===== config.mk =====
export PLATFORM = sky130hd
export DESIGN_NAME = wat_ram
export DESIGN_NICKNAME = d
export VERILOG_FILES = /design/src/sv/wat_ram.sv
export SDC_FILE = /design/constraint.sdc
export NUM_CORES = 1
export LEC_CHECK = 0
export ABC_CLOCK_PERIOD_IN_PS = 2000
export BUFFER_PORTS_ARGS = -buffer_cell sky130_fd_sc_hd__buf_2
export CAP_MARGIN = 20
export CELL_PAD_IN_SITES_DETAIL_PLACEMENT = 1
export CELL_PAD_IN_SITES_GLOBAL_PLACEMENT = 1
export CORE_UTILIZATION = 47
export DETAILED_ROUTE_END_ITERATION = 12
export GPL_TIMING_DRIVEN = 0
export PLACE_DENSITY = 0.66
export SLEW_MARGIN = 20
export SYNTH_ARGS = -nofsm -noshare
export SYNTH_HDL_FRONTEND = slang
export SYNTH_SLANG_ARGS = --single-unit
export TNS_END_PERCENT = 1

===== constraint.sdc =====
create_clock -name i_clk -period 2 [get_ports i_clk]
set_input_delay 0 -clock i_clk [delete_from_list [all_inputs] [get_ports i_clk]]
set_output_delay 0 -clock i_clk [all_outputs]
set_load 0.005 [all_outputs]

===== src/sv/wat_ram.sv =====
// Generic single write port, single read port RAM with registered read data.
// No dependencies.
module wat_ram #(
    parameter int WIDTH = 8,
    parameter int DEPTH = 64
) (
    input  logic                     i_clk,
    input  logic                     i_we,
    input  logic [$clog2(DEPTH)-1:0] i_waddr,
    input  logic [WIDTH-1:0]         i_wdata,
    input  logic [$clog2(DEPTH)-1:0] i_raddr,
    output logic [WIDTH-1:0]         o_rdata
);
    logic [WIDTH-1:0] r_mem [DEPTH];
    logic [WIDTH-1:0] r_rdata;

    always_ff @(posedge i_clk) begin
        if (i_we) begin
            r_mem[i_waddr] <= i_wdata;
        end
        r_rdata <= r_mem[i_raddr];
    end

    assign o_rdata = r_rdata;
endmodule


# == After elaboration in Yosys (flattened, before gate mapping) ==
# Memory sizes are Yosys's and may differ from the RTL's. A register that Yosys moved wholly into a read port is not among the register bits.
# Cells that the tools add are included.
# totals
rom_bits,0
memories,1
ramBits,512
latchBits,0
register_bits,0
inputBits,22
# classes
div_mod_pow,0
multipliers,0
n_eq_ne,0
order_cmp,0
n_reduce_logical,0
n_bitwise,0
muxes,2
add_sub_neg,0
shift,0
# memory_table
memory,words,width,rd,rd_ports_with_merged_regs,wr,line,source
r_mem,64,8,1,1,1,14,logic [WIDTH-1:0] r_mem [DEPTH];
# ops
op,count
two-way mux 1 bit,2

# == Logic depth before layout (Yosys ltp) ==
# logic_depth
word_depth,2
mapped_depth,9

# == Least setup slack after synthesis ==
# Ideal clock, no wire load.
# synth_path
path_type,register -> register
start,mem r_mem[29][4]
end,"reg r_rdata[4] (netlist: o_rdata[4]), read port of r_mem"
setup_time_ps,132
arrival_time_ps,1560
path_stages_with_launch,6
required_ps,1868
synth_period_minus_slack_ps,1692
path_slack_ps,308
cell_sequence,edfxtp_1 > mux4_2 > mux2_2 > o221a_2 > nor3_1 > o32ai_1
# synth_lines
element,line,source
start: declaration,14,
end: declaration,15,logic [WIDTH-1:0] r_rdata;

==> impl_results.md <==
- Outcome: finished with violations
- Failing checks: negative hold slack
- Number of synthesized flops with an enable pin: around 510
- Top routing layer used: met4
- Crit path arrival time: ~2.4 ns
- CTS root buffer: clkbuf_16
- Max_cap viols: 0
- Gate Count Post-Synth: 940
- CP Launch Type: primary input
- CP Class: in2reg
- Routed WL: just over 50000 µm
- Port Buffer Count: 21
- Slew Limit Fails: 0
- CP endpoint kind: flop
- DP HPWL: roughly 33000 µm
- # DRC: 0
- Initial antenna violation count: 0
- #FFs+latches synth: 520
- Routed length per instance: roughly 32 µm
- Clk_skew: roughly 0.01 ns
- Largest net degree at the start of global routing: 65
- Vias in the first global route: 10124
- Number of routed nets with antenna violations: 0
- Post-route setup TNS: 0 ns
- Grt total ovfl: 0
- Worst-skew pair later-pin latency: 0.59 ns
- Htree depth: 2
- Min Tclk post-route: 1.98 ns
- Max Freq: around 0.5 GHz
- Most used DFF post-synth: edfxtp_1
- Final hold slack: -0.00567 ns
- Reg2reg start: r_mem[20][6]$_DFFE_PP_
- Vias: about 10000
- WL met1: around 22000 µm
- Period utilization: 99.1%
- Die height: about 210 µm
- Pwr per Cell Area: 1020 nW/µm²
- Area share of the largest cell type after synthesis: roughly 76%
- Pleak: approximately 7 nW
- Warnings, synthesis: 0
- Clock slew at reported path FFs: around 0.06 ns
- Synthesized area: roughly 20000 µm²
- Path category of the worst min-delay check: in2reg
- Layout overhead on the synthesized area: 13.5%
- Initial Util: 47.9%
- Worst-Margin Slew: ~1.1 ns
- Met3 routed WL: roughly 3900 µm
- Worst IR Drop VDD: ~0.6 mV
- Die Span X: around 210 µm
- Floorplan row count: 75
- Post-CTS Setup Inserts: 0
- Syn_nets: roughly 960
- Vias per cell: between 6 and 7
- CORE AREA: about 42000 µm²
- CTS tree: built
- CTS Sinks: 520
- Max transition margin: between 20% and 30%
- Die area: ~44000 µm²
- Final setup vio count: 0
- Hold Path Depth: 1
- Top cells by area, synth: edfxtp_1, mux4_2, nor2_1, mux2i_1, dfxtp_1
- Met2 wire len: 23100 µm
- Initial DRT Pass Iterations: 5
- Fin area: between 20000 and 25000 µm²
- Most common cell in the netlist: edfxtp_1
- First-pass GRT wire length: approximately 72000 µm
- GRT Util Overall: a little under a quarter
- Most frequent cells after synthesis: edfxtp_1, mux4_2, nor2_1, mux2i_1, nand2_1
- Top Ports: 30
- Largest area contributor in the netlist: edfxtp_1
- CP max FO: 10
- # nets final: ~1000
- Hold EP: r_mem[40][1]$_DFFE_PP_
- Synth unique cells: 40
- Layout cells sized above 1: between 20% and 30%
- Crit path from: i_raddr[1]
- Syn_area_per_cell: 21.5 µm²
- RR Endpoint: o_rdata[6]$_DFF_P_
- Antenna cells: 0
- DR iter-0 viols: 989
- Reg2Reg Depth: 5
- Placed instance area: 21000 µm²
- Register area share after synthesis: just under 80%
- RSZ-0062 raised after global routing: yes
- Hold_sp: i_wdata[1]
- FFs w/ async S/R, synth: 0%
- GP Congestion: around 0.85
- Required time of the critical path: ~2.4 ns
- Cts bufs inserted: 53
- Count of final hold-check violations: 4
- Largest buffer count on any clock path: 3
- Post-layout util: between 50% and 60%
- Reg-to-reg slack, setup: approximately 0.018 ns
## how the worst max path moves through the flow
stage	endpoint	slack [ns]
after floorplan	o_rdata[4]$_DFF_P_	0.31
after global placement	o_rdata[7]$_DFF_P_	-0.90
after detailed placement	o_rdata[6]$_DFF_P_	-0.90
after CTS	o_rdata[3]$_DFF_P_	0.01
after global routing	o_rdata[0]$_DFF_P_	-0.02
final	o_rdata[5]$_DFF_P_	0.02
## report_power, final
part	internal [mW]	leakage, nW	switching [mW]
registers	12.1	4.67	0.0203
logic	0.456	1.61	0.806
clock network	5.85	0.855	4.05
total	18.4	7.14	4.87
## worst max-delay path, stage by stage
cell,delay (ns)
buf_4,0.18
buf_4,0.30
buf_4,0.31
buf_2,0.42
mux4_2,0.38
mux2i_1,0.37
a21oi_1,0.13
o21ai_1,0.15
o41ai_1,0.16
## cell type report
cell class | count | area [µm²]
Fill cell | 3644 | 19200
Sequential cell | 520 | 15500
Multi-Input combinational cell | 369 | 4390
Clock buffer | 73 | 1490
Tap cell | 539 | 674
Buffer | 51 | 329
Clock inverter | 23 | 244
Timing Repair Buffer | 29 | 220
## logic make-up (layout without fill, tap and decap cells)
| kind of cell | Yosys count | in the layout | synth area share [%] |
|---|---|---|---|
| muxes | 162 | 162 | 15.9 |
| and+or+nand+nor | 153 | 153 | 3.39 |
| DFF | 520 | 520 | 77.0 |
| AOI/OAI and AO/OA | 54 | 54 | 2.07 |
| buffers and inverters | 51 | 176 | 1.57 |
## flip-flops by register name, summed over array words and instances (netlist names)
signal   cells
r_mem      512
o_rdata      8
## routing by layer
| metal | track usage, % | vias up |
|---|---|---|
| met5 | 0 | - |
| met4 | 9.10 | 0 |
| met2 | 35.4 | 394 |
| li1 | - | 4099 |
| met1 | 34.5 | 5249 |
| met3 | 5.34 | 86 |
## placed cells by master, fill, tap and decap left out, types with 8 or more instances in the layout
cell / count
buf_2: 25
buf_4: 20
clkbuf_1: 28
clkbuf_16: 55
clkinv_2: 10
dfxtp_1: 8
edfxtp_1: 512
mux2_2: 13
mux2i_1: 23
mux4_2: 126
nand2_1: 19
nand3_1: 12
nor2_1: 83
nor2b_1: 14
o221ai_1: 8
## metrics by stage
stage | hold slack (ns) | worst slack [ns] | instances | power, mW
finish | -0.00567 | 0.0183 | 1604 | 23.2
detailed placement | 0.377 | -0.897 | 1502 | 13.5
global placement | 0.376 | -0.899 | 1500 | 13.5
global route | 0.0197 | -0.0152 | 1604 | 23.8
CTS | 0.0131 | 0.00974 | 1602 | 23.4
floorplan | 0.0989 | 0.308 | 940 | 13.0
## repair_timing
action | in CTS | in global routing
hold buffers | 4 | 2
resized for setup | 15 | 5
hold endpoints to repair | 87 | 28
endpoints found under the setup margin | 8 | 6
No activity file was read; power rests on OpenSTA's default activity.
