$ cat src/sv/wat_pkg.sv
// Shared types, constants and the CORDIC angle table for the waypoint arrival tracker.
// No dependencies; wat_cordic, wat_isqrt and the top level import this package.
package wat_pkg;

    localparam int MAX_ENTRIES  = 64;
    localparam int CORDIC_STEPS = 16;
    localparam int ADDR_W       = $clog2(MAX_ENTRIES);
    localparam int CUR_W        = $clog2(MAX_ENTRIES + 1);
    localparam int LEN_W        = (CUR_W > 7) ? CUR_W : 7;
    localparam int STEP_W       = $clog2(CORDIC_STEPS + 1);
    localparam int VEC_W        = 34;   // CORDIC vector, holds gain growth of a Q2.28 pair
    localparam int SUM_W        = 52;   // sum of three squared 25 bit differences
    localparam int ROOT_W       = SUM_W / 2;
    localparam int MUL_W        = 25;
    localparam int PROD_W       = 2 * MUL_W;

    // configuration register indexes
    localparam logic [1:0] REG_POS_TOL = 2'd0;
    localparam logic [1:0] REG_YAW_TOL = 2'd1;
    localparam logic [1:0] REG_WP_CNT  = 2'd2;

    typedef enum logic [2:0] {
        OP_LOAD    = 3'd0,
        OP_POSE    = 3'd1,
        OP_REACH   = 3'd2,
        OP_SKIP    = 3'd3,
        OP_RETRY   = 3'd4,
        OP_RESTART = 3'd5
    } t_opcode;

    typedef struct packed {
        logic signed [23:0] x;
        logic signed [23:0] y;
        logic signed [23:0] z;
        logic [15:0]        yaw;
    } t_entry;

    typedef struct packed {
        logic       reached;
        logic       skipped;
        logic [7:0] retry;
    } t_flag;

    typedef struct packed {
        logic signed [VEC_W-1:0] s;
        logic signed [VEC_W-1:0] c;
    } t_vec;

    // atan(2^-i) in 2^-32 turn units
    function automatic logic [31:0] atan_turn(input logic [4:0] i);
        logic [31:0] v;
        case (i)
            5'd0:  v = 32'd536870912;
            5'd1:  v = 32'd316933406;
            5'd2:  v = 32'd167458907;
            5'd3:  v = 32'd85004756;
            5'd4:  v = 32'd42667331;
            5'd5:  v = 32'd21354465;
            5'd6:  v = 32'd10679838;
            5'd7:  v = 32'd5340245;
            5'd8:  v = 32'd2670163;
            5'd9:  v = 32'd1335087;
            5'd10: v = 32'd667544;
            5'd11: v = 32'd333772;
            5'd12: v = 32'd166886;
            5'd13: v = 32'd83443;
            5'd14: v = 32'd41722;
            5'd15: v = 32'd20861;
            5'd16: v = 32'd10430;
            5'd17: v = 32'd5215;
            5'd18: v = 32'd2608;
            5'd19: v = 32'd1304;
            5'd20: v = 32'd652;
            5'd21: v = 32'd326;
            5'd22: v = 32'd163;
            default: v = 32'd81;
        endcase
        return v;
    endfunction

endpackage

$ cat src/sv/wat_cordic.sv
// Iterative CORDIC vectoring unit: atan2 of (s, c) as a 16 bit binary angle.
// Depends on wat_pkg (widths, step count, angle table).
module wat_cordic (
    input  logic          i_clk,
    input  logic          i_rst_n,
    input  logic          i_start,
    input  wat_pkg::t_vec i_vec,
    output logic          o_done,
    output logic [15:0]   o_yaw
);
    import wat_pkg::*;

    logic                    r_busy, r_done, r_zero;
    logic [STEP_W-1:0]       r_cnt;
    logic signed [VEC_W-1:0] r_s, r_c, n_s, n_c;
    logic [31:0]             r_ang, n_ang, rounded;
    logic [31:0]             step_ang;

    always_comb begin
        step_ang = atan_turn(5'(r_cnt));
        if (!r_s[VEC_W-1]) begin
            n_c   = r_c + (r_s >>> r_cnt);
            n_s   = r_s - (r_c >>> r_cnt);
            n_ang = r_ang + step_ang;
        end else begin
            n_c   = r_c - (r_s >>> r_cnt);
            n_s   = r_s + (r_c >>> r_cnt);
            n_ang = r_ang - step_ang;
        end
        rounded = r_ang + 32'h0000_8000;
    end

    always_ff @(posedge i_clk) begin
        if (!i_rst_n) begin
            r_busy <= 1'b0;
            r_done <= 1'b0;
            r_cnt  <= '0;
        end else begin
            r_done <= 1'b0;
            if (i_start) begin
                r_busy <= 1'b1;
                r_cnt  <= '0;
            end else if (r_busy) begin
                r_cnt <= r_cnt + 1'b1;
                if (r_cnt == STEP_W'(CORDIC_STEPS - 1)) begin
                    r_busy <= 1'b0;
                    r_done <= 1'b1;
                end
            end
        end
    end

    // datapath: pre-rotate by a quarter turn when c is negative
    always_ff @(posedge i_clk) begin
        if (i_start) begin
            r_zero <= (i_vec.s == '0) && (i_vec.c == '0);
            if (i_vec.c[VEC_W-1] && !i_vec.s[VEC_W-1]) begin
                r_c   <= i_vec.s;
                r_s   <= -i_vec.c;
                r_ang <= 32'h4000_0000;
            end else if (i_vec.c[VEC_W-1]) begin
                r_c   <= -i_vec.s;
                r_s   <= i_vec.c;
                r_ang <= 32'hC000_0000;
            end else begin
                r_c   <= i_vec.c;
                r_s   <= i_vec.s;
                r_ang <= '0;
            end
        end else if (r_busy) begin
            r_c   <= n_c;
            r_s   <= n_s;
            r_ang <= n_ang;
        end
    end

    assign o_done = r_done;
    assign o_yaw  = r_zero ? 16'd0 : rounded[31:16];
endmodule

$ cat config.mk
export PLATFORM = sky130hd
export DESIGN_NAME = wat_cordic
export DESIGN_NICKNAME = d
export VERILOG_FILES = /design/src/sv/wat_pkg.sv /design/src/sv/wat_cordic.sv
export SDC_FILE = /design/constraint.sdc
export NUM_CORES = 1
export LEC_CHECK = 0
export BUFFER_PORTS_ARGS = -buffer_cell sky130_fd_sc_hd__buf_4
export CAP_MARGIN = 0
export CORE_UTILIZATION = 25
export CTS_CLUSTER_DIAMETER = 60
export DETAILED_ROUTE_END_ITERATION = 8
export HOLD_SLACK_MARGIN = 0.05
export PLACE_DENSITY = 0.44
export SYNTH_ARGS = -nofsm -noshare
export SYNTH_HDL_FRONTEND = slang
export SYNTH_SLANG_ARGS = --single-unit
$ cat constraint.sdc
create_clock -name i_clk -period 8 [get_ports i_clk]
set_clock_uncertainty 0.05 [all_clocks]
set_input_delay 1.6 -clock i_clk [delete_from_list [all_inputs] [get_ports i_clk]]
set_output_delay 1.6 -clock i_clk [all_outputs]
set_load 0.02 [all_outputs]
==> Word level (Yosys, flattened, before mapping) <==
Memories as Yosys holds them, arrays and structs flattened. A register that Yosys moved wholly into a read port is not among the register bits.
Cells that the tools add are included.
{ "word_totals": {"register_bits": 108, "romBits": 960, "inputBits": 71, "word_cells": 53, "n_memories": 1} }
{ "op_classes": {"addsub": 10, "eq_ne": 1, "n_shift": 2, "muxes": 22, "bitwise_logic": 2, "reduce_logical": 8} }
{ "mem_list": {"columns": ["name", "depth", "word_bits", "rd", "rd_clocked_by_memory_dff", "write_ports", "line_no", "rtl"], "rows": [
  ["(no name shown)", 32, 30, 1, 1, 0, "wat_pkg.sv:52", "case (i)"]
]} }
{ "op_table": {"columns": ["operator", "n"], "rows": [
  ["34-bit two-way mux", 10],
  ["32-bit two-way mux", 5],
  ["34-bit adder", 2],
  ["34-bit logical NOT", 2],
  ["34-bit negation", 2],
  ["34-bit by 5-bit >>> shifter with 34-bit output", 2],
  ["34-bit subtractor", 2],
  ["32-bit by 16-bit adder with 32-bit output, second input constant", 1],
  ["32-bit adder", 1],
  ["32-bit subtractor", 1],
  ["16-bit two-way mux", 1],
  ["5-bit two-way mux", 2],
  ["5-bit by 1-bit adder with 5-bit output, second input constant", 1],
  ["5-bit by 4-bit equality test with 1-bit output, second input constant", 1],
  ["1-bit two-way mux", 4],
  ["3-bit OR reduction", 1],
  ["1-bit logical AND", 2],
  ["1-bit NOT", 2],
  ["2-bit nonzero test", 1],
  ["2-bit OR reduction", 1],
  ["1-bit logical NOT", 1]
]} }

==> Logic depth before layout (Yosys ltp) <==
{ "depth": {"word_depth": 5, "mapped_depth": 31} }

==> Least setup slack after synthesis <==
Ideal clock, no wire load.
{ "synth_timing": {"path_kind": "register -> register", "from": "reg r_cnt[0]", "to": "reg r_c[32], data pin", "t_arrival_ps": 5789, "required_ps": 7678, "setup_slack_ps": 1889, "path_stages_with_launch": 28, "path_buffers": 4, "period_less_slack_ps": 6111, "cell_sequence": "dfxtp_1 buf_6 buf_12 buf_6 buf_2 mux4_2 nand2_1 o221ai_2 a2111oi_4 ha_1 o211ai_1 a221oi_1 nand2_1 nor3_1 mux2i_1 o21ai_0 ha_1 a21oi_1 o22ai_1 or2_2 a21oi_1 nor2b_1 a211oi_1 o31a_1 nand3_1 nand2_1 mux2i_1 or4_1"} }
{ "synth_between": {"elab_chain_cells": 5} }
{ "synth_lines": {"columns": ["element", "line_no", "rtl"], "rows": [
  ["start: declaration", "wat_cordic.sv:14", "logic [STEP_W-1:0] r_cnt;"],
  ["start signal: assignment", "wat_cordic.sv:44", "r_cnt <= r_cnt + 1'b1;"],
  ["34-bit by 5-bit >>> shifter with 34-bit output *", "wat_cordic.sv:22, wat_cordic.sv:26", null],
  ["34-bit adder or 34-bit subtractor (tied branches)", "wat_cordic.sv:22, wat_cordic.sv:26", null],
  ["34-bit two-way mux *", "wat_cordic.sv:21", "if (!r_s[VEC_W-1]) begin"],
  ["34-bit two-way mux *", "wat_cordic.sv:70", "end else if (r_busy) begin"],
  ["34-bit two-way mux *", "wat_cordic.sv:55", "if (i_start) begin"],
  ["end signal: assignment", "wat_cordic.sv:58", "r_c <= i_vec.s;"],
  ["end signal: assignment", "wat_cordic.sv:62", "r_c <= -i_vec.s;"],
  ["end signal: assignment", "wat_cordic.sv:71", "r_c <= n_c;"],
  ["end: declaration", "wat_cordic.sv:15", "logic signed [VEC_W-1:0] r_s, r_c, n_s, n_c;"]
]} }
Every way passes the cells marked *; elsewhere a longest branch is shown, timed or not. The select of a mux whose other input is x is not followed.
A chain may end at the register's enable or synchronous reset.

==> Final worst setup path <==
{ "layout_timing": {"from": "reg r_cnt[3]", "to": "reg r_c[33], data pin"} }
Same word-level chain as after synthesis.

==> flow_metrics.py <==
metrics = {
    "yosys": {
        "synth.ff_latch_count": 138,
        "yosysUniqueCellTypes": 101,
        "yosysWarnings": 0,
        "synth-edff-count": 101,
        "yosysTopAreaCellShare_pct": 15.37,
        "syn-instance-count": 2384,
        "ys_top_cells_by_area": "edfxtp_1 15%, mux4_2 9.4%, ha_1 7.2%",
        "synth_top_family_by_area": "compound AO/OA/AOI/OAI gates",
        "yosys.area_share.simple_pct": 18.89,
        "avgSynthCellArea_um2": 8.279,
        "synth_adder_area_share_pct": 7.468,
        "yosysTopAreaCell": "edfxtp_1",
        "synth.mux.area_fraction_pct": 14.18,
        "synth-xor-area-share_pct": 10.12,
        "ys_seq_area_share_pct": 19.12,
        "async_flop_share_pct": 0,
        "synth_flop_cell": "edfxtp_1",
        "synthesis.nets": 2571,
        "post-synth-top-count-cell": "nor2_1",
        "synth_common_cells": "228 x nor2_1, 216 x nand2_1, 189 x a21oi_1, 176 x o21ai_0, 118 x xnor2_1",
        "syn-cell-area_mm2": 0.01974,
        "synth_compound_area_share_pct": 25.45,
    },
    "detailed_routing": {
        "routed_wl_um": 79120,
        "vias": 19540,
        "avgViaCountPerCell": 5.683,
        "ant_nets": 0,
        "drt_iter0_drc": 1790,
        "drc": 0,
        "drt-pass1-iter-count": 5,
        "drt-wirelength-per-cell_um": 23.01,
    },
    "global_route": {
        "first_global_vias": 18090,
        "grt_first_pass_wirelength_um": 117500,
        "overflow": 0,
        "antenna_found_initial": 3,
        "grt_max_degree": 96,
        "grt_usage_pct": 19.08,
    },
    "cts": {
        "cts_tree": "built",
        "clkSinkCount": 138,
        "path_clk_slew_ps": 70,
        "post_cts_buffers": 0,
        "cts_made_buffers": 17,
        "cts_resized": 0,
        "worstSkewPairLatency_ps": 460,
        "cts_hold_buf": 0,
        "cts_buffer_depth": 2,
        "cts_max_level": 4,
        "cts_root_buffer": "clkbuf_16",
    },
    "worst_hold_path": {
        "hp-class": "reg2reg",
        "min_path_cells": 2,
        "holdPathEnd": "r_busy",
        "hp-start": "r_busy",
    },
    "placement": {
        "numPortBuffers": 87,
        "finalWeightedCongestion": 0.9448,
        "hpwl_um": 61880,
    },
    "sta": {
        "setup_viol": 0,
        "max_slew_margin_pct": 33.74,
        "fmax_ghz": 0.1335,
        "fin_tns_setup_ps": 0,
        "fin_crit_sh_pct": 93.67,
        "whs_ps": 598.8,
        "fin_crit_ps": 7493,
        "final_hold_viol_count": 0,
        "maxSlewViolCount": 0,
        "rsz0062_at_grt": "no",
        "tightest_slew_ps": 990.2,
    },
    "power": {
        "swShare_pct": 52.48,
        "seq_power_share_pct": 17.8,
        "p_int_uw": 5086,
        "switching_power_uw": 5618,
        "p_leak_uw": 0.007989,
        "p_clk_share_pct": 7.4,
        "powerDensity_mw_per_mm2": 490.2,
        "comb_power_share_pct": 74.8,
        "ir_drop_mv": 0.2322,
    },
    "cells_and_area": {
        "syn_to_final_growth_pct": 10.63,
        "fin_nets": 2572,
        "fillers": 8297,
        "diodes": 0,
        "drive_above_1_share_pct": 13.01,
    },
    "critical_path": {
        "crit_fanout": 30,
        "worstPathArrival_ps": 7610,
        "ff2ff_path_depth": 22,
        "endpoint_kind": "flip-flop",
        "cp.required_ps": 8110,
        "startpoint": "r_cnt[3]",
        "r2r_slack_ps": 510,
        "rr_startpoint": "r_cnt[3]",
        "reg2reg_to": "r_c[33]",
        "critical_path_class": "reg2reg",
        "crit_path_start_kind": "flip-flop",
    },
    "flow_run": {
        "max-cap-violations": 0,
    },
    "outcome": {
        "outcome": "complete, no violations",
    },
    "floorplanning": {
        "start_util_pct": 25.39,
        "die_w_um": 283.0,
        "num_rows": 102,
        "die-area_mm2": 0.08007,
        "coreArea_mm2": 0.07772,
        "dieHeight_um": 283.0,
        "ios": 88,
    },
}
## registers in the layout, summed over array words and instances, names as in the netlist
register	cells
r_busy	1
r_ang	32
r_c	34
r_s	34
r_cnt	5
step_ang	30
o_done	1
r_zero	1
## cell usage in the layout, fill, tap and decap left out, types with 29 or more instances in the layout
cell type	Yosys	routed
a21o_1	43	43
a21oi_1	189	189
buf_4	4	119
dfxtp_1	37	32
edfxtp_1	101	101
ha_1	113	113
inv_1	52	52
mux2i_1	61	61
mux4_2	82	82
nand2_1	216	216
nand2b_1	35	35
nand3_1	50	50
nor2_1	228	228
nor2b_1	29	29
nor3_1	55	55
o211ai_1	79	79
o21ai_0	176	176
xnor2_1	118	118
xor2_1	110	110
## cell type report
class / count / area, um^2 / share of cell area (%)
well taps: 1040 / 1301 / 5.960
clock buffers: 18 / 429.2 / 1.966
flip-flops and latches: 138 / 3787 / 17.35
repair buffers: 122 / 953.4 / 4.367
clock inverters: 14 / 128.9 / 0.5902
multi-input cells: 2050 / 15020 / 68.81
inverters: 56 / 210.2 / 0.9627
## kinds of logic (layout without fill, tap and decap cells)
family,Yosys count,count (layout)
simple gates,772,772
buf+inv,196,210
fa+ha+maj,116,116
compound gates,762,762
flops,138,138
mux,172,172
xor+xnor,228,228
## power groups by stage
stage	logic [uW]	registers [uW]	clock network, uW
final	8010	1900	792
after global routing	8810	1920	839
after CTS	7950	1880	821
after detailed placement	7890	1890	0
after global placement	7860	1900	0
after floorplan	6090	1490	0
## stage by stage
stage	instance area, um^2	util (%)	setup slack (ps)	cells	total power [uW]
after global routing	21830	28.09	123.6	3438	11570
after global placement	21280	27.38	621.2	3406	9761
after detailed placement	21280	27.38	682.9	3406	9779
final	21830	28.09	506.7	3438	10700
after floorplan	19740	-	1889	2384	7577
after CTS	21830	28.09	634.1	3438	10650
## worst max-delay path by stage
stage              end  slack [ps]  cells past startpoint
3_3_place_gp   r_c[33]         620                     22
4_1_cts        r_c[33]         630                     22
6_report       r_c[33]         510                     22
2_1_floorplan  r_c[32]        1890                     27
3_5_place_dp   r_c[33]         680                     22
5_1_grt        r_c[33]         120                     22
## routing by layer
layer	global-route usage [%]	routed length (um)	vias to the layer above
li1	-	-	9061
met1	26.29	35890	9603
met2	30.65	36490	760
met3	2.045	4109	109
met4	6.821	2581	6
met5	0	47	-
## critical path, cell delays in order, from the launching register on
cell and delay [ps]:
dfxtp_2 870, inv_1 530, nor2_1 890, o311ai_0 320
nand3_1 300, nand4b_1 270, nor4_1 450, and3_1 390
and2_4 240, a21oi_1 80, xor2_1 170, o21ai_1 260
ha_1 390, a21oi_1 220, nor2b_1 80, o21ai_0 210
o211ai_1 150, a31o_2 260, a41o_1 210, a41oi_1 260
a21oi_1 120, xnor2_1 300, o32ai_1 160
No activity file was read; power rests on OpenSTA's default activity.
