`src/sv/wat_pkg.sv`:
```
// Shared types, constants and the CORDIC angle table for the waypoint arrival tracker.
// No dependencies; wat_cordic, wat_isqrt and the top level import this package.
package wat_pkg;

    localparam int MAX_ENTRIES  = 64;
    localparam int CORDIC_STEPS = 16;
    localparam int ADDR_W       = $clog2(MAX_ENTRIES);
    localparam int CUR_W        = $clog2(MAX_ENTRIES + 1);
    localparam int LEN_W        = (CUR_W > 7) ? CUR_W : 7;
    localparam int STEP_W       = $clog2(CORDIC_STEPS + 1);
    localparam int VEC_W        = 34;   // CORDIC vector, holds gain growth of a Q2.28 pair
    localparam int SUM_W        = 52;   // sum of three squared 25 bit differences
    localparam int ROOT_W       = SUM_W / 2;
    localparam int MUL_W        = 25;
    localparam int PROD_W       = 2 * MUL_W;

    // configuration register indexes
    localparam logic [1:0] REG_POS_TOL = 2'd0;
    localparam logic [1:0] REG_YAW_TOL = 2'd1;
    localparam logic [1:0] REG_WP_CNT  = 2'd2;

    typedef enum logic [2:0] {
        OP_LOAD    = 3'd0,
        OP_POSE    = 3'd1,
        OP_REACH   = 3'd2,
        OP_SKIP    = 3'd3,
        OP_RETRY   = 3'd4,
        OP_RESTART = 3'd5
    } t_opcode;

    typedef struct packed {
        logic signed [23:0] x;
        logic signed [23:0] y;
        logic signed [23:0] z;
        logic [15:0]        yaw;
    } t_entry;

    typedef struct packed {
        logic       reached;
        logic       skipped;
        logic [7:0] retry;
    } t_flag;

    typedef struct packed {
        logic signed [VEC_W-1:0] s;
        logic signed [VEC_W-1:0] c;
    } t_vec;

    // atan(2^-i) in 2^-32 turn units
    function automatic logic [31:0] atan_turn(input logic [4:0] i);
        logic [31:0] v;
        case (i)
            5'd0:  v = 32'd536870912;
            5'd1:  v = 32'd316933406;
            5'd2:  v = 32'd167458907;
            5'd3:  v = 32'd85004756;
            5'd4:  v = 32'd42667331;
            5'd5:  v = 32'd21354465;
            5'd6:  v = 32'd10679838;
            5'd7:  v = 32'd5340245;
            5'd8:  v = 32'd2670163;
            5'd9:  v = 32'd1335087;
            5'd10: v = 32'd667544;
            5'd11: v = 32'd333772;
            5'd12: v = 32'd166886;
            5'd13: v = 32'd83443;
            5'd14: v = 32'd41722;
            5'd15: v = 32'd20861;
            5'd16: v = 32'd10430;
            5'd17: v = 32'd5215;
            5'd18: v = 32'd2608;
            5'd19: v = 32'd1304;
            5'd20: v = 32'd652;
            5'd21: v = 32'd326;
            5'd22: v = 32'd163;
            default: v = 32'd81;
        endcase
        return v;
    endfunction

endpackage

```
`src/sv/wat_isqrt.sv`:
```
// Digit-by-digit integer square root, one result bit per cycle.
// Depends on wat_pkg (SUM_W, ROOT_W).
module wat_isqrt (
    input  logic                       i_clk,
    input  logic                       i_rst_n,
    input  logic                       i_start,
    input  logic [wat_pkg::SUM_W-1:0]  i_value,
    output logic                       o_done,
    output logic [wat_pkg::ROOT_W-1:0] o_root
);
    import wat_pkg::*;

    localparam int CNT_W = $clog2(ROOT_W + 1);
    localparam int REM_W = ROOT_W + 3;

    logic              r_busy, r_done;
    logic [CNT_W-1:0]  r_cnt;
    logic [SUM_W-1:0]  r_val;
    logic [REM_W-1:0]  r_rem, n_rem, trial;
    logic [ROOT_W-1:0] r_root;
    logic              fits;

    always_comb begin
        n_rem = {r_rem[REM_W-3:0], r_val[SUM_W-1 -: 2]};
        trial = {1'b0, r_root, 2'b01};
        fits  = (n_rem >= trial);
    end

    always_ff @(posedge i_clk) begin
        if (!i_rst_n) begin
            r_busy <= 1'b0;
            r_done <= 1'b0;
            r_cnt  <= '0;
        end else begin
            r_done <= 1'b0;
            if (i_start) begin
                r_busy <= 1'b1;
                r_cnt  <= '0;
            end else if (r_busy) begin
                r_cnt <= r_cnt + 1'b1;
                if (r_cnt == CNT_W'(ROOT_W - 1)) begin
                    r_busy <= 1'b0;
                    r_done <= 1'b1;
                end
            end
        end
    end

    always_ff @(posedge i_clk) begin
        if (i_start) begin
            r_val  <= i_value;
            r_rem  <= '0;
            r_root <= '0;
        end else if (r_busy) begin
            r_val  <= {r_val[SUM_W-3:0], 2'b00};
            r_rem  <= fits ? (n_rem - trial) : n_rem;
            r_root <= {r_root[ROOT_W-2:0], fits};
        end
    end

    assign o_done = r_done;
    assign o_root = r_root;
endmodule

```
`config.mk`:
```
export PLATFORM = sky130hd
export DESIGN_NAME = wat_isqrt
export DESIGN_NICKNAME = d
export VERILOG_FILES = /design/src/sv/wat_pkg.sv /design/src/sv/wat_isqrt.sv
export SDC_FILE = /design/constraint.sdc
export NUM_CORES = 1
export LEC_CHECK = 0
export BUFFER_PORTS_ARGS = -buffer_cell sky130_fd_sc_hd__buf_4
export CORE_ASPECT_RATIO = 1.25
export CORE_MARGIN = 2
export CORE_UTILIZATION = 39
export DETAILED_ROUTE_END_ITERATION = 10
export MAX_ROUTING_LAYER = met4
export PLACE_DENSITY = 0.66
export SLEW_MARGIN = 20
export SYNTH_ARGS = -nofsm -noshare
export SYNTH_HDL_FRONTEND = slang
export SYNTH_SLANG_ARGS = --single-unit
```
`constraint.sdc`:
```
create_clock -name i_clk -period 8.1 [get_ports i_clk]
set_clock_uncertainty 0.1 [all_clocks]
set_input_delay 1.62 -clock i_clk [delete_from_list [all_inputs] [get_ports i_clk]]
set_output_delay 1.62 -clock i_clk [all_outputs]
set_load 0.02 [all_outputs]
```
* Word level (Yosys, flattened, before mapping)
Cells that the tools add are included.
Widths: inputs -> output; s select.
** Operators by class
- Equal/unequal tests :: 1
- Add/subtract/negate cells :: 2
- Reductions and logical operators :: 3
- $lt $le $gt $ge :: 1
- Mux-type cells :: 7
- Bitwise operators :: 2
** Operators with widths (number)
- $mux 52 :: 2
- $ge 29x28->1 :: 1
- $mux 27 :: 1
- $sub 27x27->27 :: 1
- $add 5x1->5 const B :: 1
- $eq 5x5->1 const B :: 1
- $mux 1 :: 4
- $reduce_or 3->1 :: 1
- $not 1->1 :: 2
- $reduce_bool 2->1 :: 1
- $reduce_or 2->1 :: 1
** Word-level totals
- Output and inout bits :: 27
- Word-level logic and storage cells :: 22
- Register bits :: 112
- Input port bits :: 55

* Longest topological paths before layout
- Depth after elaboration :: 4
- Mapped depth :: 13
- Depth with buffers taken out :: 10

* Least setup slack after synthesis
Ideal clock, no wire load.
- Path type :: input-to-reg
- From :: input i_start
- To :: register r_val[0], enable pin
- Path slack :: 4442 ps
- Data required time :: 7391 ps
- Path buffers :: 1
- Stages :: 3
- Setup time :: 609 ps
- Arrival :: 2949 ps
- Cell sequence :: inv_1 clkbuf_1 nand2_1
** On the way
- Longest elaborated chain between the ends :: 1
** RTL lines
- from (decl) :: RTL line wat_isqrt.sv:6 : input logic i_start,
- $reduce_bool 2->1 (no source line)
- to (signal assigned) :: RTL line wat_isqrt.sv:51 : r_val <= i_value;
- to (signal assigned) :: RTL line wat_isqrt.sv:55 : r_val <= {r_val[SUM_W-3:0], 2'b00};
- to (decl) :: RTL line wat_isqrt.sv:18 : logic [SUM_W-1:0] r_val;
No other way between the ends.
A chain may end at the register's enable or synchronous reset.

* Worst setup path after layout
- From :: register r_root[12] (netlist: o_root[12])
- To :: register r_rem[15]
** On the way
- Longest elaborated chain between the ends :: 2
- Elaborated cells on any way between the ends :: 3
- Classes of those cells :: add/sub: 1; order compare: 1; mux: 1
** RTL lines
- from (decl) :: RTL line wat_isqrt.sv:20 : logic [ROOT_W-1:0] r_root;
- from (signal assigned) :: RTL line wat_isqrt.sv:57 : r_root <= {r_root[ROOT_W-2:0], fits};
- $sub 27x27->27 / $ge 29x28->1 (equally long branches) :: RTL line wat_isqrt.sv:56, wat_isqrt.sv:26
- $mux 27 (*) :: RTL line wat_isqrt.sv:56 : r_rem <= fits ? (n_rem - trial) : n_rem;
- to (signal assigned) :: RTL line wat_isqrt.sv:56
- to (decl) :: RTL line wat_isqrt.sv:19 : logic [REM_W-1:0] r_rem, n_rem, trial;
Mark *: on every way between the ends. The rest lies on a longest branch, timed or not.

==> impl_metrics.json <==
{
  "status": "complete, no violations",
  "num_vias": 4578,
  "grt-busiest-layer": "met2",
  "reg_to_reg_critical_path_endpoint": "r_rem[15]",
  "avgSynthCellArea_um2": 10.5,
  "fmax_mhz": 277,
  "critical-path-top-cell-by-count": "sky130_fd_sc_hd__nand3_1",
  "syn_inst": 595,
  "endpoint_required_time_on_the_critical_path_ns": 8.27,
  "gr-usage-met2_pct": 24.9,
  "path_buf_inv": 2,
  "layout.nets": 738,
  "grt_first_pass_wirelength_um": 21600,
  "worst_setup_hold_path_clk_slew_ns": 0.09,
  "postSynth.asyncResetShare_pct": 0,
  "hold_path.startpoint": "r_rem[1]",
  "power-per-cell-area_nw_per_um2": 309,
  "min_to": "r_rem[1]",
  "reg2reg_setup_slack_ns": 4.49,
  "std_cell_rows": 51,
  "end_kind": "flop",
  "route.detailed.wl_per_inst_um": 14.8,
  "synth-main-ff-cell": "sky130_fd_sc_hd__dfxtp_1",
  "unrepaired_setup_endpoints_after_global_routing": "no",
  "drt-total-wl_um": 12900,
  "number_of_buffers_inserted_during_clock_tree_synthesis": 9,
  "detailedRoute.firstIterationViolations": 244,
  "critical_path.slowest_cell": "sky130_fd_sc_hd__a31o_1",
  "post-cts-setup-buffers": 0,
  "global_route.usage.total_pct": 16.0,
  "setup_tns_ns": 0,
  "critPathKind": "reg -> reg",
  "die_x_um": 117,
  "worstMarginPinSlew_ns": 0.940,
  "cts_htree_levels": 3,
  "drc": 0,
  "timing.critical_path.slowest_cell_delay_ns": 0.60,
  "vdd_ir_drop_max_mv": 0.129,
  "yosys_register_bits": 112,
  "insertedDiodeCount": 0,
  "postLayoutCellArea_um2": 7250,
  "cts_repair_resized_insts": 0,
  "number_of_flops_mapped_to_enable_cells_by_yosys": 52,
  "crit_arrival_ns": 3.78,
  "groute.layer.met3.usage_pct": 3.01,
  "viasPerCell": 5.26,
  "fp.dieArea_um2": 17000,
  "min_period_over_period_pct": 44.5,
  "r2r_cells": 11,
  "detail-route-antenna-nets": 0,
  "globalRouteOverflowTotal": 0,
  "worst_slack_ns": 4.49,
  "synthToLayoutAreaGrowth_pct": 16.5,
  "cts.root.buffer_cell": "sky130_fd_sc_hd__clkbuf_16",
  "detailedPlace.worstSlack_ns": 4.15,
  "design.portCount": 82,
  "postPlaceCellArea_um2": 6930,
  "maxSlewViolCount": 0,
  "antenna_violations_before_repair": 0,
  "drive_above_1_share_pct": 24.5,
  "crit_path_cell_chain": "inv_1 -> ha_1 -> nand3_1 -> nor3_1 -> and4b_1 -> a211oi_2 -> o31ai_4 -> a31o_1 -> buf_4 -> nand3_1 -> a311oi_2",
  "nFillCells": 1510,
  "largest_delay_contributor_family_on_the_critical_path": "compound AO/OA/AOI/OAI gates",
  "cts_buffer_depth": 2,
  "slew_headroom_pct": 37.3,
  "cp-start-kind": "flop",
  "final_period_minus_worst_setup_slack_ns": 3.61,
  "tritoncts": "done",
  "postCtsHoldBufs": 0,
  "groute.layer.met1.usage_pct": 19.5,
  "path_max_fanout": 12,
  "number_of_input_and_output_port_buffers_inserted": 81,
  "clock_insertion_delay_worst_skew_ns": 0.36,
  "grt_pass1_vias": 4622,
  "final-setup-viol-count": 0,
  "initial_utilization_pct": 40.0,
  "synth_seq_area_share_pct": 44.4,
  "hp-class": "reg -> reg",
  "regToRegStartpoint": "o_root[12]",
  "die_y_um": 145,
  "coreArea_um2": 15600,
  "synthDistinctLibCells": 65,
  "synth.yosys.warnings": 0,
  "static-leakage-power_nw": 2.90,
  "hpwlAfterDp_um": 9160,
  "final-hold-violation-count": 0,
  "grt_start_max_net_pins": 80,
  "clock_sink_total": 112,
  "netlist_area_um2": 6220,
  "gpl.final_weighted_congestion": 0.949,
  "postSynthNetCount": 680,
  "number_of_detailed_route_iterations_in_the_first_pass": 4,
  "hold_path_cells": 2,
  "timing.max_cap.violations": 0
}
## kinds of logic after synthesis
group | count (synthesis) | synth area share (%)
AO/OA/AOI/OAI | 122 | 14.7
adder cells (fa/ha/maj) | 30 | 6.03
AND/OR/NAND/NOR | 146 | 11.0
buffers and inverters | 73 | 5.25
flip-flops | 112 | 44.4
multiplexers | 89 | 15.3
XOR/XNOR | 23 | 3.24
## stage by stage
step	instances	total power, mW	hold WS (ns)	utilization (%)
4_1_cts	870	2.25	0.411	46.6
6_report	870	2.24	0.410	46.6
3_5_place_dp	854	1.78	0.400	44.5
5_1_grt	870	2.40	0.435	46.6
2_1_floorplan	595	1.62	0.370	-
3_3_place_gp	854	1.76	0.392	44.5
## how the worst max path moves through the flow
stage | from | endpoint | slack [ns] | cells past startpoint
final | o_root[12] | r_rem[15] | 4.49 | 11
after global routing | o_root[12] | r_rem[19] | 4.26 | 11
after floorplan | i_start | r_val[0] | 4.44 | 3
after detailed placement | i_start | r_val[46] | 4.15 | 3
after CTS | o_root[12] | r_rem[15] | 4.51 | 11
after global placement | i_start | r_val[49] | 4.20 | 3
## metal layers
| layer | routed length (um) | vias up |
|---|---|---|
| li1 | - | 2299 |
| met1 | 5600 | 2128 |
| met2 | 6120 | 117 |
| met3 | 660 | 34 |
| met4 | 499 | 0 |
| met5 | 0 | - |
## worst register-to-register path, cell delays in order, from the launching register on
cell and delay (ns):
sky130_fd_sc_hd__dfxtp_1 0.38, sky130_fd_sc_hd__inv_1 0.06, sky130_fd_sc_hd__ha_1 0.45, sky130_fd_sc_hd__nand3_1 0.22, sky130_fd_sc_hd__nor3_1 0.20, sky130_fd_sc_hd__and4b_1 0.27, sky130_fd_sc_hd__a211oi_2 0.09, sky130_fd_sc_hd__o31ai_4 0.37
sky130_fd_sc_hd__a31o_1 0.60, sky130_fd_sc_hd__buf_4 0.36, sky130_fd_sc_hd__nand3_1 0.16, sky130_fd_sc_hd__a311oi_2 0.28
## sequential cells by signal, summed over array words and instances (netlist names)
name	flops
r_rem	27
o_done	1
r_cnt	5
r_val	52
o_root	26
r_busy	1
## cells in the final DEF (no fill, tap or decap), types with 3 or more instances in the layout
cell and n:
sky130_fd_sc_hd__o21ai_0 12, sky130_fd_sc_hd__nand2_1 19, sky130_fd_sc_hd__inv_1 35, sky130_fd_sc_hd__o21a_1 6, sky130_fd_sc_hd__a32oi_1 3, sky130_fd_sc_hd__inv_8 3, sky130_fd_sc_hd__nor4_1 3, sky130_fd_sc_hd__dfxtp_1 59
sky130_fd_sc_hd__nor3_1 11, sky130_fd_sc_hd__ha_1 30, sky130_fd_sc_hd__o21bai_1 3, sky130_fd_sc_hd__nand2b_1 4, sky130_fd_sc_hd__mux2i_1 39, sky130_fd_sc_hd__xnor2_1 14, sky130_fd_sc_hd__and3_1 11, sky130_fd_sc_hd__a21o_1 12
sky130_fd_sc_hd__buf_4 84, sky130_fd_sc_hd__o211ai_1 3, sky130_fd_sc_hd__and2_1 3, sky130_fd_sc_hd__a21oi_1 21, sky130_fd_sc_hd__o31ai_1 5, sky130_fd_sc_hd__a211oi_1 20, sky130_fd_sc_hd__nand4_1 10, sky130_fd_sc_hd__clkbuf_16 9
sky130_fd_sc_hd__a31oi_1 8, sky130_fd_sc_hd__a31o_1 3, sky130_fd_sc_hd__edfxtp_1 52, sky130_fd_sc_hd__nand3_1 10, sky130_fd_sc_hd__xor2_1 9, sky130_fd_sc_hd__mux2_2 50, sky130_fd_sc_hd__nor2_1 65
## where the power goes
group	switching [mW]	internal, mW	total [mW]
clock	0.240	0.228	0.468
sequential	0.0465	0.669	0.715
combinational	0.605	0.455	1.06
total	0.892	1.35	2.24
## cells in the mapped netlist, types with 9 or more instances
| cell type | n | area share, % |
|---|---|---|
| sky130_fd_sc_hd__inv_1 | 35 | 2.1 |
| sky130_fd_sc_hd__a21oi_1 | 21 | 1.7 |
| sky130_fd_sc_hd__clkbuf_1 | 18 | 1.1 |
| sky130_fd_sc_hd__xnor2_1 | 14 | 2.0 |
| sky130_fd_sc_hd__nand3_1 | 10 | 0.80 |
| sky130_fd_sc_hd__o21ai_0 | 12 | 0.97 |
| sky130_fd_sc_hd__nand2_1 | 20 | 1.2 |
| sky130_fd_sc_hd__ha_1 | 30 | 6.0 |
| sky130_fd_sc_hd__mux2_2 | 50 | 9.0 |
| sky130_fd_sc_hd__a211oi_1 | 20 | 2.4 |
| sky130_fd_sc_hd__mux2i_1 | 39 | 6.3 |
| sky130_fd_sc_hd__a21o_1 | 12 | 1.4 |
| sky130_fd_sc_hd__edfxtp_1 | 52 | 25 |
| sky130_fd_sc_hd__xor2_1 | 9 | 1.3 |
| sky130_fd_sc_hd__nand4_1 | 10 | 1.0 |
| sky130_fd_sc_hd__nor2_1 | 65 | 3.9 |
| sky130_fd_sc_hd__and3_1 | 11 | 1.1 |
| sky130_fd_sc_hd__dfxtp_1 | 60 | 19 |
| sky130_fd_sc_hd__nor3_1 | 11 | 0.88 |
## layout make-up
type                            instances  area [um^2]  area share, %
Clock inverter                          7         91.3           1.26
Inverter                               36          135           1.86
Multi-Input combinational cell        410         3140           43.3
Tap cell                              212          265           3.66
Clock buffer                            9          225           3.11
Sequential cell                       112         2760           38.1
Timing Repair Buffer                   84          631           8.69
(Power assumes the default switching activity.)
